### src/hw/rtl/bsi_pkg.sv
`timescale 1ns / 1ps
`default_nettype none
// -----------------------------------------------------------------------------
// bsi_pkg: shared types and constants of the beam stroke interpolator
// Word structs, register indexes, commands and sequencer states.
// -----------------------------------------------------------------------------
package bsi_pkg;

	localparam int MAX_POINTS_DEF     = 4096;
	localparam int COORD_WIDTH_DEF    = 16;
	localparam int MAX_LINE_STEPS_DEF = 62;

	localparam int CW  = 16;   // coordinate field width
	localparam int IDXW = 12;  // point index width
	localparam int CFG_AW = 3;
	localparam int CFG_DW = 15;

	localparam logic [14:0] LINE_STEP_RST = 15'd328;
	localparam logic [14:0] MOVE_STEP_RST = 15'd819;
	localparam logic [5:0]  MOVE_MIN_RST  = 6'd3;
	localparam logic [5:0]  MOVE_MAX_RST  = 6'd14;
	localparam logic [5:0]  SETTLE_RST    = 6'd4;
	localparam logic [5:0]  REG_CAP       = 6'd32;
	localparam logic [6:0]  DWELL_CAP     = 7'd64;

	typedef enum logic [2:0] {
		REG_LINE_STEP = 3'd0,
		REG_MOVE_STEP = 3'd1,
		REG_MOVE_MIN  = 3'd2,
		REG_MOVE_MAX  = 3'd3,
		REG_SETTLE    = 3'd4
	} reg_idx_t;

	typedef enum logic [1:0] {
		CMD_BEGIN = 2'd0,
		CMD_MOVE  = 2'd1,
		CMD_LINE  = 2'd2,
		CMD_DWELL = 2'd3
	} cmd_t;

	typedef enum logic [3:0] {
		ST_IDLE,
		ST_SQ,      // dx^2 then dy^2 on the shared multiplier
		ST_SQ2,
		ST_SEARCH,  // step count search, one k per cycle
		ST_PRE,     // blank / start vertex of a line
		ST_NUM,     // build interpolation numerator
		ST_DIV,     // restoring divide, one bit per cycle
		ST_EMIT,    // present a point
		ST_SETTLE
	} state_t;

	typedef struct packed {
		logic [1:0]         cmd;
		logic signed [15:0] x_coord;
		logic signed [15:0] y_coord;
		logic [6:0]         dwell_count;
	} in_word_t;

	typedef struct packed {
		logic signed [15:0] x_out;
		logic signed [15:0] y_out;
		logic               beam_on;
		logic [11:0]        point_index;
		logic               last;
	} out_word_t;

endpackage
`default_nettype wire

### src/hw/rtl/beam_stroke_interpolator_core.sv
`timescale 1ns / 1ps
`default_nettype none
// -----------------------------------------------------------------------------
// beam_stroke_interpolator_core: vector beam point generator
// Turns begin/move/line/dwell commands into a stream of beam points.
// -----------------------------------------------------------------------------
// Usage:
//   in_*  : one command word per accepted handshake (valid high, stall low).
//   out_* : point words; last marks the final point of a command.
//   cfg_* : write enable, register index, data; write only while idle.
// Timing:
//   A command is taken only in idle; in_stall is high while a command runs.
//   Moves and lines square dx, dy, then search the step count, one
//   candidate k per cycle, k from 0 up to 32 for a move, 62 for a line.
//   A line first emits its blank / start vertex points where needed. Each
//   interpolated point takes per axis a numerator step and a 24 bit
//   restoring divide, then an emit step. Settle and dwell points come
//   from the settle state, which also closes moves and lines. Begin stays
//   in idle and emits no point. Worst case is a 62 point line, and output
//   stalls lengthen any command.
// Stall: the output word holds while out_stall is high; the sequencer
//   waits on the held word. Points past the frame budget are dropped but
//   take the same cycles; the point in the last budget slot carries last.
//   Reset clears position, pen, frame flags, count and loads register
//   defaults; no clearing pass.
// -----------------------------------------------------------------------------
module beam_stroke_interpolator_core
	import bsi_pkg::*;
#(
	parameter int MAX_POINTS     = MAX_POINTS_DEF,
	parameter int MAX_LINE_STEPS = MAX_LINE_STEPS_DEF
) (
	input  wire logic              clk,
	input  wire logic              arst_n,
	input  wire logic              in_valid,
	output logic                   in_stall,
	input  wire in_word_t          in_word,
	output logic                   out_valid,
	input  wire logic              out_stall,
	output out_word_t              out_word,
	input  wire logic              cfg_we,
	input  wire logic [CFG_AW-1:0] cfg_idx,
	input  wire logic [CFG_DW-1:0] cfg_data
);

	localparam int PCW = $clog2(MAX_POINTS + 1);
	localparam int DW  = 24;   // divide width: |2*d*k+n| < 2^24

	state_t state_q, state_nxt;

	logic [14:0] line_step_q, move_step_q;
	logic [5:0]  move_min_q, move_max_q, settle_q;

	logic signed [CW-1:0] cur_x_q, cur_y_q, tx_q, ty_q;
	logic signed [CW:0]   dx_q, dy_q;
	logic                 pen_q, started_q;
	logic [PCW-1:0]       pcnt_q;
	logic                 is_line_q, pre_blank_q;

	logic [33:0] d2_q;
	logic [6:0]  k_q, n_q, lim_q, rep_q;
	logic [14:0] step_q;
	logic [21:0] ks_q;              // running k*step during the search
	logic        side_q;            // 0 x, 1 y in divide
	logic [DW-1:0] rem_q, quo_q, num_q;
	logic          neg_q;
	logic [4:0]    bit_q;
	logic signed [CW-1:0] px_q, py_q;
	logic          on_q;
	logic          emit_q;           // output word loaded

	// shared multiplier: squares of dx, dy and k*step, and d*k
	logic signed [22:0] ma, mb;
	logic signed [45:0] mp;
	assign mp = ma * mb;

	always_comb begin
		ma = '0;
		mb = '0;
		unique case (state_q)
			ST_SQ:     begin ma = 23'(dx_q); mb = 23'(dx_q); end
			ST_SQ2:    begin ma = 23'(dy_q); mb = 23'(dy_q); end
			ST_SEARCH: begin ma = {1'b0, ks_q}; mb = {1'b0, ks_q}; end
			ST_NUM:    begin ma = side_q ? 23'(dy_q) : 23'(dx_q); mb = 23'({16'd0, k_q}); end
			default:   ;
		endcase
	end

	logic [5:0] lo_c, hi_c, st_c;
	assign lo_c = (move_min_q > REG_CAP) ? REG_CAP : move_min_q;
	assign hi_c = (move_max_q > REG_CAP) ? REG_CAP : move_max_q;
	assign st_c = (settle_q > REG_CAP) ? REG_CAP : settle_q;

	logic found;
	assign found = ($unsigned(mp[43:0]) >= {10'd0, d2_q});

	// clamp of a raw step count
	logic [6:0] n_raw, n_cl;
	assign n_raw = found ? k_q : k_q + 7'd1;
	always_comb begin
		n_cl = n_raw;
		if (is_line_q) begin
			if (n_cl < 7'd1) n_cl = 7'd1;
			if (n_cl > 7'(MAX_LINE_STEPS)) n_cl = 7'(MAX_LINE_STEPS);
		end else begin
			if (n_cl < {1'b0, lo_c}) n_cl = {1'b0, lo_c};
			if (n_cl > {1'b0, hi_c}) n_cl = {1'b0, hi_c};
		end
	end
	logic search_done;
	assign search_done = found || (k_q == lim_q);

	logic room;
	assign room = (pcnt_q < PCW'(MAX_POINTS));
	logic busy_out;
	assign busy_out = emit_q && out_stall;

	// 2*d*k + n, sign kept from the product (|d*k| < 2^22)
	logic signed [DW:0] num_s;
	assign num_s = {mp[DW-2], mp[DW-2:0], 1'b0} + (DW+1)'(n_q);

	logic [DW-1:0] qfin;
	logic signed [CW-1:0] pres;

	logic [DW-1:0] den;
	assign den = DW'({n_q, 1'b0});
	logic [DW:0] shrem;
	assign shrem = {rem_q, num_q[DW-1]};
	logic geq;
	assign geq = shrem >= {1'b0, den};

	logic signed [CW-1:0] base;
	assign base = side_q ? cur_y_q : cur_x_q;
	always_comb begin
		qfin = geq ? {quo_q[DW-2:0], 1'b1} : {quo_q[DW-2:0], 1'b0};
		pres = base + (neg_q ? -CW'(qfin) : CW'(qfin));
	end

	logic point_rep_last;
	assign point_rep_last = (rep_q <= 7'd1);

	always_comb begin
		state_nxt = state_q;
		unique case (state_q)
			ST_IDLE: if (in_valid) begin
				unique case (cmd_t'(in_word.cmd))
					CMD_BEGIN: state_nxt = ST_IDLE;
					CMD_DWELL: state_nxt = (in_word.dwell_count == 7'd0) ? ST_IDLE : ST_SETTLE;
					default:   state_nxt = ST_SQ;
				endcase
			end
			ST_SQ:     state_nxt = ST_SQ2;
			ST_SQ2:    state_nxt = ST_SEARCH;
			ST_SEARCH: if (search_done) state_nxt = is_line_q ? ST_PRE : ST_NUM;
			ST_PRE:    if (!busy_out && !pre_blank_q && pen_q) state_nxt = ST_NUM;
			ST_NUM:    state_nxt = (n_q == 7'd0) ? ST_SETTLE : ST_DIV;
			ST_DIV:    if (bit_q == 5'd0 && side_q) state_nxt = ST_EMIT;
			           else if (bit_q == 5'd0) state_nxt = ST_NUM;
			ST_EMIT:   if (!busy_out) state_nxt = (k_q == n_q) ? ST_SETTLE : ST_NUM;
			ST_SETTLE: if (!busy_out && (rep_q == 7'd0 || point_rep_last)) state_nxt = ST_IDLE;
			default:   state_nxt = ST_IDLE;
		endcase
	end

	always_comb begin
		in_stall = (state_q != ST_IDLE);
	end
	assign out_valid = emit_q;

	// point request this cycle
	logic pt_go;
	logic signed [CW-1:0] pt_x, pt_y;
	logic pt_on, pt_last;
	always_comb begin
		pt_go = 1'b0; pt_x = cur_x_q; pt_y = cur_y_q; pt_on = 1'b1; pt_last = 1'b0;
		unique case (state_q)
			ST_PRE: if (!busy_out) begin
				pt_go = pre_blank_q || !pen_q;
				pt_on = !pre_blank_q;
			end
			ST_EMIT: if (!busy_out) begin
				pt_go = 1'b1; pt_x = px_q; pt_y = py_q; pt_on = on_q;
				pt_last = (k_q == n_q) && (is_line_q || rep_q == 7'd0);
			end
			ST_SETTLE: if (!busy_out && rep_q != 7'd0) begin
				pt_go = 1'b1;
				pt_x = is_line_q ? cur_x_q : tx_q;
				pt_y = is_line_q ? cur_y_q : ty_q;
				pt_on = is_line_q;
				pt_last = point_rep_last;
			end
			default: ;
		endcase
	end

	// the point taking the final budget slot is the last one of its command
	logic [PCW-1:0] pcnt_nx;
	assign pcnt_nx = pcnt_q + PCW'(1);

	always_ff @(posedge clk or negedge arst_n) begin
		if (!arst_n) begin
			state_q <= ST_IDLE;
			line_step_q <= LINE_STEP_RST; move_step_q <= MOVE_STEP_RST;
			move_min_q <= MOVE_MIN_RST; move_max_q <= MOVE_MAX_RST; settle_q <= SETTLE_RST;
			cur_x_q <= '0; cur_y_q <= '0; pen_q <= 1'b0; started_q <= 1'b0;
			pcnt_q <= '0; emit_q <= 1'b0;
		end else begin
			state_q <= state_nxt;
			if (cfg_we) begin
				unique case (cfg_idx)
					REG_LINE_STEP: line_step_q <= cfg_data;
					REG_MOVE_STEP: move_step_q <= cfg_data;
					REG_MOVE_MIN:  move_min_q <= cfg_data[5:0];
					REG_MOVE_MAX:  move_max_q <= cfg_data[5:0];
					REG_SETTLE:    settle_q <= cfg_data[5:0];
					default: ;
				endcase
			end
			if (pt_go && room) begin
				emit_q <= 1'b1;
				out_word <= '{x_out: pt_x, y_out: pt_y, beam_on: pt_on,
					point_index: pcnt_q[IDXW-1:0],
					last: pt_last || (pcnt_nx == PCW'(MAX_POINTS))};
				pcnt_q <= pcnt_nx;
			end else if (emit_q && !out_stall) begin
				emit_q <= 1'b0;
			end
			unique case (state_q)
				ST_IDLE: if (in_valid) begin
					tx_q <= in_word.x_coord; ty_q <= in_word.y_coord;
					dx_q <= (CW+1)'(in_word.x_coord) - (CW+1)'(cur_x_q);
					dy_q <= (CW+1)'(in_word.y_coord) - (CW+1)'(cur_y_q);
					is_line_q <= (in_word.cmd == CMD_LINE) || (in_word.cmd == CMD_DWELL);
					k_q <= '0; n_q <= '0; ks_q <= '0;
					step_q <= (in_word.cmd == CMD_LINE) ? line_step_q : move_step_q;
					lim_q <= (in_word.cmd == CMD_LINE) ? 7'(MAX_LINE_STEPS) : 7'(REG_CAP);
					pre_blank_q <= !started_q;
					side_q <= 1'b0;
					unique case (cmd_t'(in_word.cmd))
						CMD_BEGIN: begin
							pcnt_q <= '0; cur_x_q <= '0; cur_y_q <= '0;
							pen_q <= 1'b0; started_q <= 1'b0;
						end
						CMD_DWELL: begin
							rep_q <= (in_word.dwell_count > DWELL_CAP) ? DWELL_CAP
								: in_word.dwell_count;
						end
						default: ;
					endcase
				end
				ST_SQ:  d2_q <= 34'($unsigned(mp[33:0]));
				ST_SQ2: d2_q <= d2_q + 34'($unsigned(mp[33:0]));
				ST_SEARCH: begin
					if (search_done) begin
						n_q <= n_cl; k_q <= 7'd1;
						rep_q <= is_line_q ? 7'd0 : {1'b0, st_c};
					end else begin
						k_q <= k_q + 7'd1;
						ks_q <= ks_q + 22'(step_q);
					end
				end
				ST_PRE: if (!busy_out) begin
					if (pre_blank_q) begin pre_blank_q <= 1'b0; started_q <= 1'b1; end
					else if (!pen_q) pen_q <= 1'b1;
				end
				ST_NUM: begin
					// |2*d*k + n| ; halves to +inf via ceil on negatives
					if (num_s[DW]) begin
						num_q <= DW'(-num_s + (DW+1)'({n_q, 1'b0}) - (DW+1)'(1));
						neg_q <= 1'b1;
					end else begin
						num_q <= num_s[DW-1:0];
						neg_q <= 1'b0;
					end
					rem_q <= '0; quo_q <= '0; bit_q <= 5'(DW-1);
				end
				ST_DIV: begin
					rem_q <= geq ? DW'(shrem - {1'b0, den}) : DW'(shrem);
					quo_q <= qfin;
					num_q <= {num_q[DW-2:0], 1'b0};
					bit_q <= bit_q - 5'd1;
					if (bit_q == 5'd0) begin
						if (side_q) py_q <= pres; else px_q <= pres;
						side_q <= !side_q;
						on_q <= is_line_q;
					end
				end
				ST_EMIT: if (!busy_out) begin
					k_q <= k_q + 7'd1;
					if (k_q == n_q) begin
						cur_x_q <= tx_q; cur_y_q <= ty_q;
						if (is_line_q) pen_q <= 1'b1;
						else begin pen_q <= 1'b0; started_q <= 1'b1; end
					end
				end
				ST_SETTLE: if (!busy_out) begin
					if (rep_q != 7'd0) rep_q <= rep_q - 7'd1;
					if (!is_line_q) begin
						cur_x_q <= tx_q; cur_y_q <= ty_q; pen_q <= 1'b0; started_q <= 1'b1;
					end
				end
				default: ;
			endcase
		end
	end

	a_idle_ready: assert property (@(posedge clk) disable iff (!arst_n)
		(state_q != ST_IDLE) |-> in_stall) else $error("accept while busy");
	a_hold: assert property (@(posedge clk) disable iff (!arst_n)
		(out_valid && out_stall) |=> (out_valid && $stable(out_word)))
		else $error("output word changed under stall");
	a_budget: assert property (@(posedge clk) disable iff (!arst_n)
		pcnt_q <= PCW'(MAX_POINTS)) else $error("point count past budget");

endmodule
`default_nettype wire

### config.mk
export PLATFORM = sky130hd
export DESIGN_NAME = beam_stroke_interpolator_core
export DESIGN_NICKNAME = d
export VERILOG_FILES = /design/src/hw/rtl/bsi_pkg.sv /design/src/hw/rtl/beam_stroke_interpolator_core.sv
export SDC_FILE = /design/constraint.sdc
export NUM_CORES = 2
export LEC_CHECK = 0
export ABC_CLOCK_PERIOD_IN_PS = 12700
export BUFFER_PORTS_ARGS = -buffer_cell sky130_fd_sc_hd__buf_2
export CELL_PAD_IN_SITES_DETAIL_PLACEMENT = 0
export CELL_PAD_IN_SITES_GLOBAL_PLACEMENT = 1
export CORE_MARGIN = 2
export CORE_UTILIZATION = 42
export CTS_BUF_LIST = sky130_fd_sc_hd__clkbuf_8
export CTS_CLUSTER_DIAMETER = 80
export DETAILED_ROUTE_END_ITERATION = 10
export PLACE_DENSITY_LB_ADDON = 0.3
export SYNTH_ARGS = -nofsm -noshare
export SYNTH_HDL_FRONTEND = slang
export SYNTH_SLANG_ARGS = --single-unit
### constraint.sdc
create_clock -name clk -period 12.7 [get_ports clk]
set_input_delay 2.54 -clock clk [delete_from_list [all_inputs] [get_ports clk]]
set_output_delay 2.54 -clock clk [all_outputs]
set_load 0.1 [all_outputs]
==> impl_summary.md <==
GRT
The overall fraction of global-route tracks in use is 24.1%. For this run, global-route usage on met3 was measured as 3.41%. The met1 track demand over resource in global routing is 31.8%.

The pin count of the biggest net entering global routing is 58. The wire length of the first global-routing pass is 199000 um. The total global routing overflow is 0. The busiest metal layer after global routing is met2. The met2 track demand over resource in global routing is 41.1%.

The number of antenna violations at the first check in global routing was 3. The number of global-route vias before repair is 35300.

Routing
The initial detailed-routing violation count is 2294. After detailed routing, the average wire length per cell comes to 19.3 um. The remaining antenna violation count is 0. The number of DRC violations after detailed routing is 0. The total number of vias is 34100. In the routed layout, each cell is associated on average with a via count of 5.14. Summed over all layers, the routed wires come to 128000 um. The first detailed-routing pass ran for 6 iterations.

STA
Setup repair after global routing could not meet its margin everywhere. After layout, the worst setup slack is -0.207 ns. The number of failing hold endpoints at the final stage is 0. The slew at the pin closest to its max-slew limit is 1.14 ns. The achievable frequency is 77.5 MHz. Summed over all failing endpoints, the final setup total negative slack is -0.689 ns.

After layout, the minimum clock period comes to 12.91 ns. The count of final setup violators is 6. The final cycle utilization of the critical path is 102%.

Between clock sinks in the finished design, the worst skew comes to 0.0505 ns. In this run the tightest slew margin relative to its limit is 23.2%. The number of max-slew violations in the final report was 0.

Critical path
The class of the most critical setup path is reg2reg. The biggest fanout along the worst timing path is 7. In this design, the stage delay of the slowest critical-path cell is 0.58 ns. The most numerous cell on the critical path is buf_4. The arrival time of the worst setup path is 13.37 ns.

The type of element capturing the critical path is a register. STA puts the critical path data required time at 13.16 ns. The critical path startpoint category is a register. On the critical path, the stage with the largest delay is an instance of fa_1.

Clock network
The clock latency on the worst-skew pair is 0.75 ns. The H-tree depth reported by CTS is 3. In this run, CTS created clock tree buffers numbering 77. After clock tree synthesis, the flow added hold-fix buffers numbering 0. After clock tree synthesis, the clock-pin slew on the worst setup and hold paths is 0.06 ns. TritonCTS built the clock tree. The total number of clock tree sinks is 410. The tree is rooted in a clkbuf_8. The maximum buffer depth of the clock tree is 3.

Logic synthesis
After Yosys synthesis, and, or, nand and nor cells account for 12.9% of the synthesized area. In this run the mean area of a mapped cell was 9.57 um2. The number of standard cells after synthesis is 4549. The post-synthesis sequential area ratio is 27.2%. The post-synthesis async set-or-reset flop share is 24.4%. The biggest area contributor in the post-synthesis netlist is fa_1. The synthesized flop and latch total is 410.

By area the synthesized netlist is led by fa_1 (26%), edfxtp_1 (21%), ha_1 (8.4%). The synthesized netlist devotes 33.9% of its cell area to adder and majority cells. The count of cell types in the netlist is 88.

The count of flip-flops with a built-in enable after synthesis is 310. The largest family of logic cells by synthesized area is adder cells. Summing the areas of all compound-gate instances in the mapped netlist gives 10.6% of the synthesized area. The number of warning messages in the yosys log is 0. The dominant register cell in the synthesized netlist is edfxtp_1. The proportion of synthesized area in mux cells is 2.42%. The top cell type by area accounts for 25.5% of the synthesized area. The cell area after synthesis is 43500 um2. The xor and xnor area share after synthesis is 4.26%.

Placement
In this run the tool buffered the top-level ports with 111 buffer cells. The detailed placer's ending HPWL is 105000 um. The number of placed instances, taps included, is 6415.

The final estimated routing congestion in global placement is 0.965.

Final layout
The count of cells in the finished layout, fillers not included, comes to 6634. The filler cells instantiated in the layout total 9553. From synthesis to final layout, the design area changed by 20.2%. Of the cells placed in the final design, the portion with a size suffix greater than 1 is 20.5%. In the final design database the tool counted 6105 nets.

Floorplanning
The initialized floorplan defines 118 standard-cell rows. The number of primary I/O pins is 112. Once the floorplan was initialized, standard cells occupied 42.2% of the core. The core region is 103000 um2. The vertical extent of the die is 326 um.

The die covers 106000 um2. From left edge to right edge, the die measures 326 um.

Hold path
The type of the worst min-delay path is reg2reg.

Outcome
The run finished, with violations left. The final reports fail on setup timing.

Job
The max-cap violation count is 0.
==> metal layers <==
layer | wire length (um) | vias up
met3 | 6400 | 222
met4 | 4080 | 2
met1 | 55900 | 16900
li1 | - | 16100
met5 | 13 | -
met2 | 61400 | 877
==> Yosys cell counts, types with 35 or more instances <==
cell      instances
clkbuf_1        138
xor2_1           60
a22o_1           42
nor2_1          531
nand2b_1         39
dfrtp_1          85
a21oi_1         162
nand3_1          45
ha_1            291
o21ai_0         175
xnor2_1         150
nand2_1         406
a21o_1           36
mux2_2           71
fa_1            555
edfxtp_1        310
nor3_1           54
inv_1           854
a222oi_1         35
==> cells by family after synthesis <==
logic type / count (synthesis)
fa+ha+maj: 846
buf+inv: 1015
flops: 410
compound gates: 694
xor+xnor: 211
mux: 96
simple gates: 1275
other cells: 2
==> sequential cells by signal, summed over array words and instances (netlist names), 16 cells and up <==
register / flops
ks_q: 22
cur_x_q: 16
num_q: 24
dy_q: 17
d2_q: 34
py_q: 16
dx_q: 17
cur_y_q: 16
rem_q: 24
ty_q: 16
px_q: 16
out_word: 46
tx_q: 16
==> final cells by class <==
class | instances | area, um2 | share of cell area (%)
Multi-Input combinational cell | 3128 | 28600 | 54.7
Sequential cell | 410 | 11800 | 22.6
Timing Repair Buffer | 716 | 5370 | 10.3
Inverter | 862 | 3250 | 6.20
Tap cell | 1380 | 1730 | 3.30
Clock buffer | 82 | 1130 | 2.16
Clock inverter | 55 | 399 | 0.763
Antenna cell | 1 | 2.50 | 0.00478
==> per-stage QoR <==
step	util (%)	hold slack (ns)	setup slack, ns	instance area [um2]
6_report	50.7	0.495	-0.207	52300
5_1_grt	50.7	0.504	-0.740	52300
4_1_cts	50.3	0.490	0.0101	51900
3_5_place_dp	48.1	0.481	-0.604	49600
3_3_place_gp	48.1	0.480	-0.314	49600
2_1_floorplan	-	0.424	0.00660	43800
==> cells in the final DEF, fill, tap and decap left out, drive strengths merged, types with 24 or more instances in the layout <==
cell type,instances
a21boi,31
a21o,36
a21oi,162
a222oi,35
a22o,42
and2,24
and3,32
buf,716
clkbuf,82
clkinv,30
dfrtp,85
edfxtp,310
fa,555
ha,291
inv,879
mux2,74
nand2,406
nand2b,39
nand3,45
nor2,534
nor2b,28
nor3,54
o21a,24
o21ai,193
or3,25
xnor2,150
xor2,61
==> critical path: cells and delay by family (launching register included) <==
kind | cells | cell delay, ns
AOI/OAI and AO/OA | 12 | 2.29
xor gates and xnor gates | 2 | 0.39
adders and majority gates | 9 | 3.98
buffers and inverters | 30 | 3.72
DFF | 1 | 0.45
and+or+nand+nor | 10 | 1.82
==> path summary, 6_finish.rpt <==
check / startpoint / endpoint / slack (ns) / depth (start not counted)
worst max-delay path: state_q[0] / n_q[2] / -0.21 / 63
worst min-delay path: tx_q[4] / cur_x_q[4] / 0.49 / 1
worst max register to register: state_q[0] / n_q[2] / -0.21 / 63
worst min register to register: tx_q[4] / cur_x_q[4] / 0.49 / 1
max in group asynchronous: arst_n / state_q[0] / 9.89 / 2
min in group asynchronous: arst_n / cur_x_q[14] / 1.80 / 1
==> repair_timing <==
action / 4_1_cts / 5_1_grt
setup endpoints to repair: 6 / 6
pin swaps: 44 / 51
setup buffers: 56 / 25
resized for setup: 81 / 60
cloned: 0 / 0
Power is left out: the tool's default activity adds up to more than one toggle a clock period on the data nets, which glitch-free logic cannot reach.
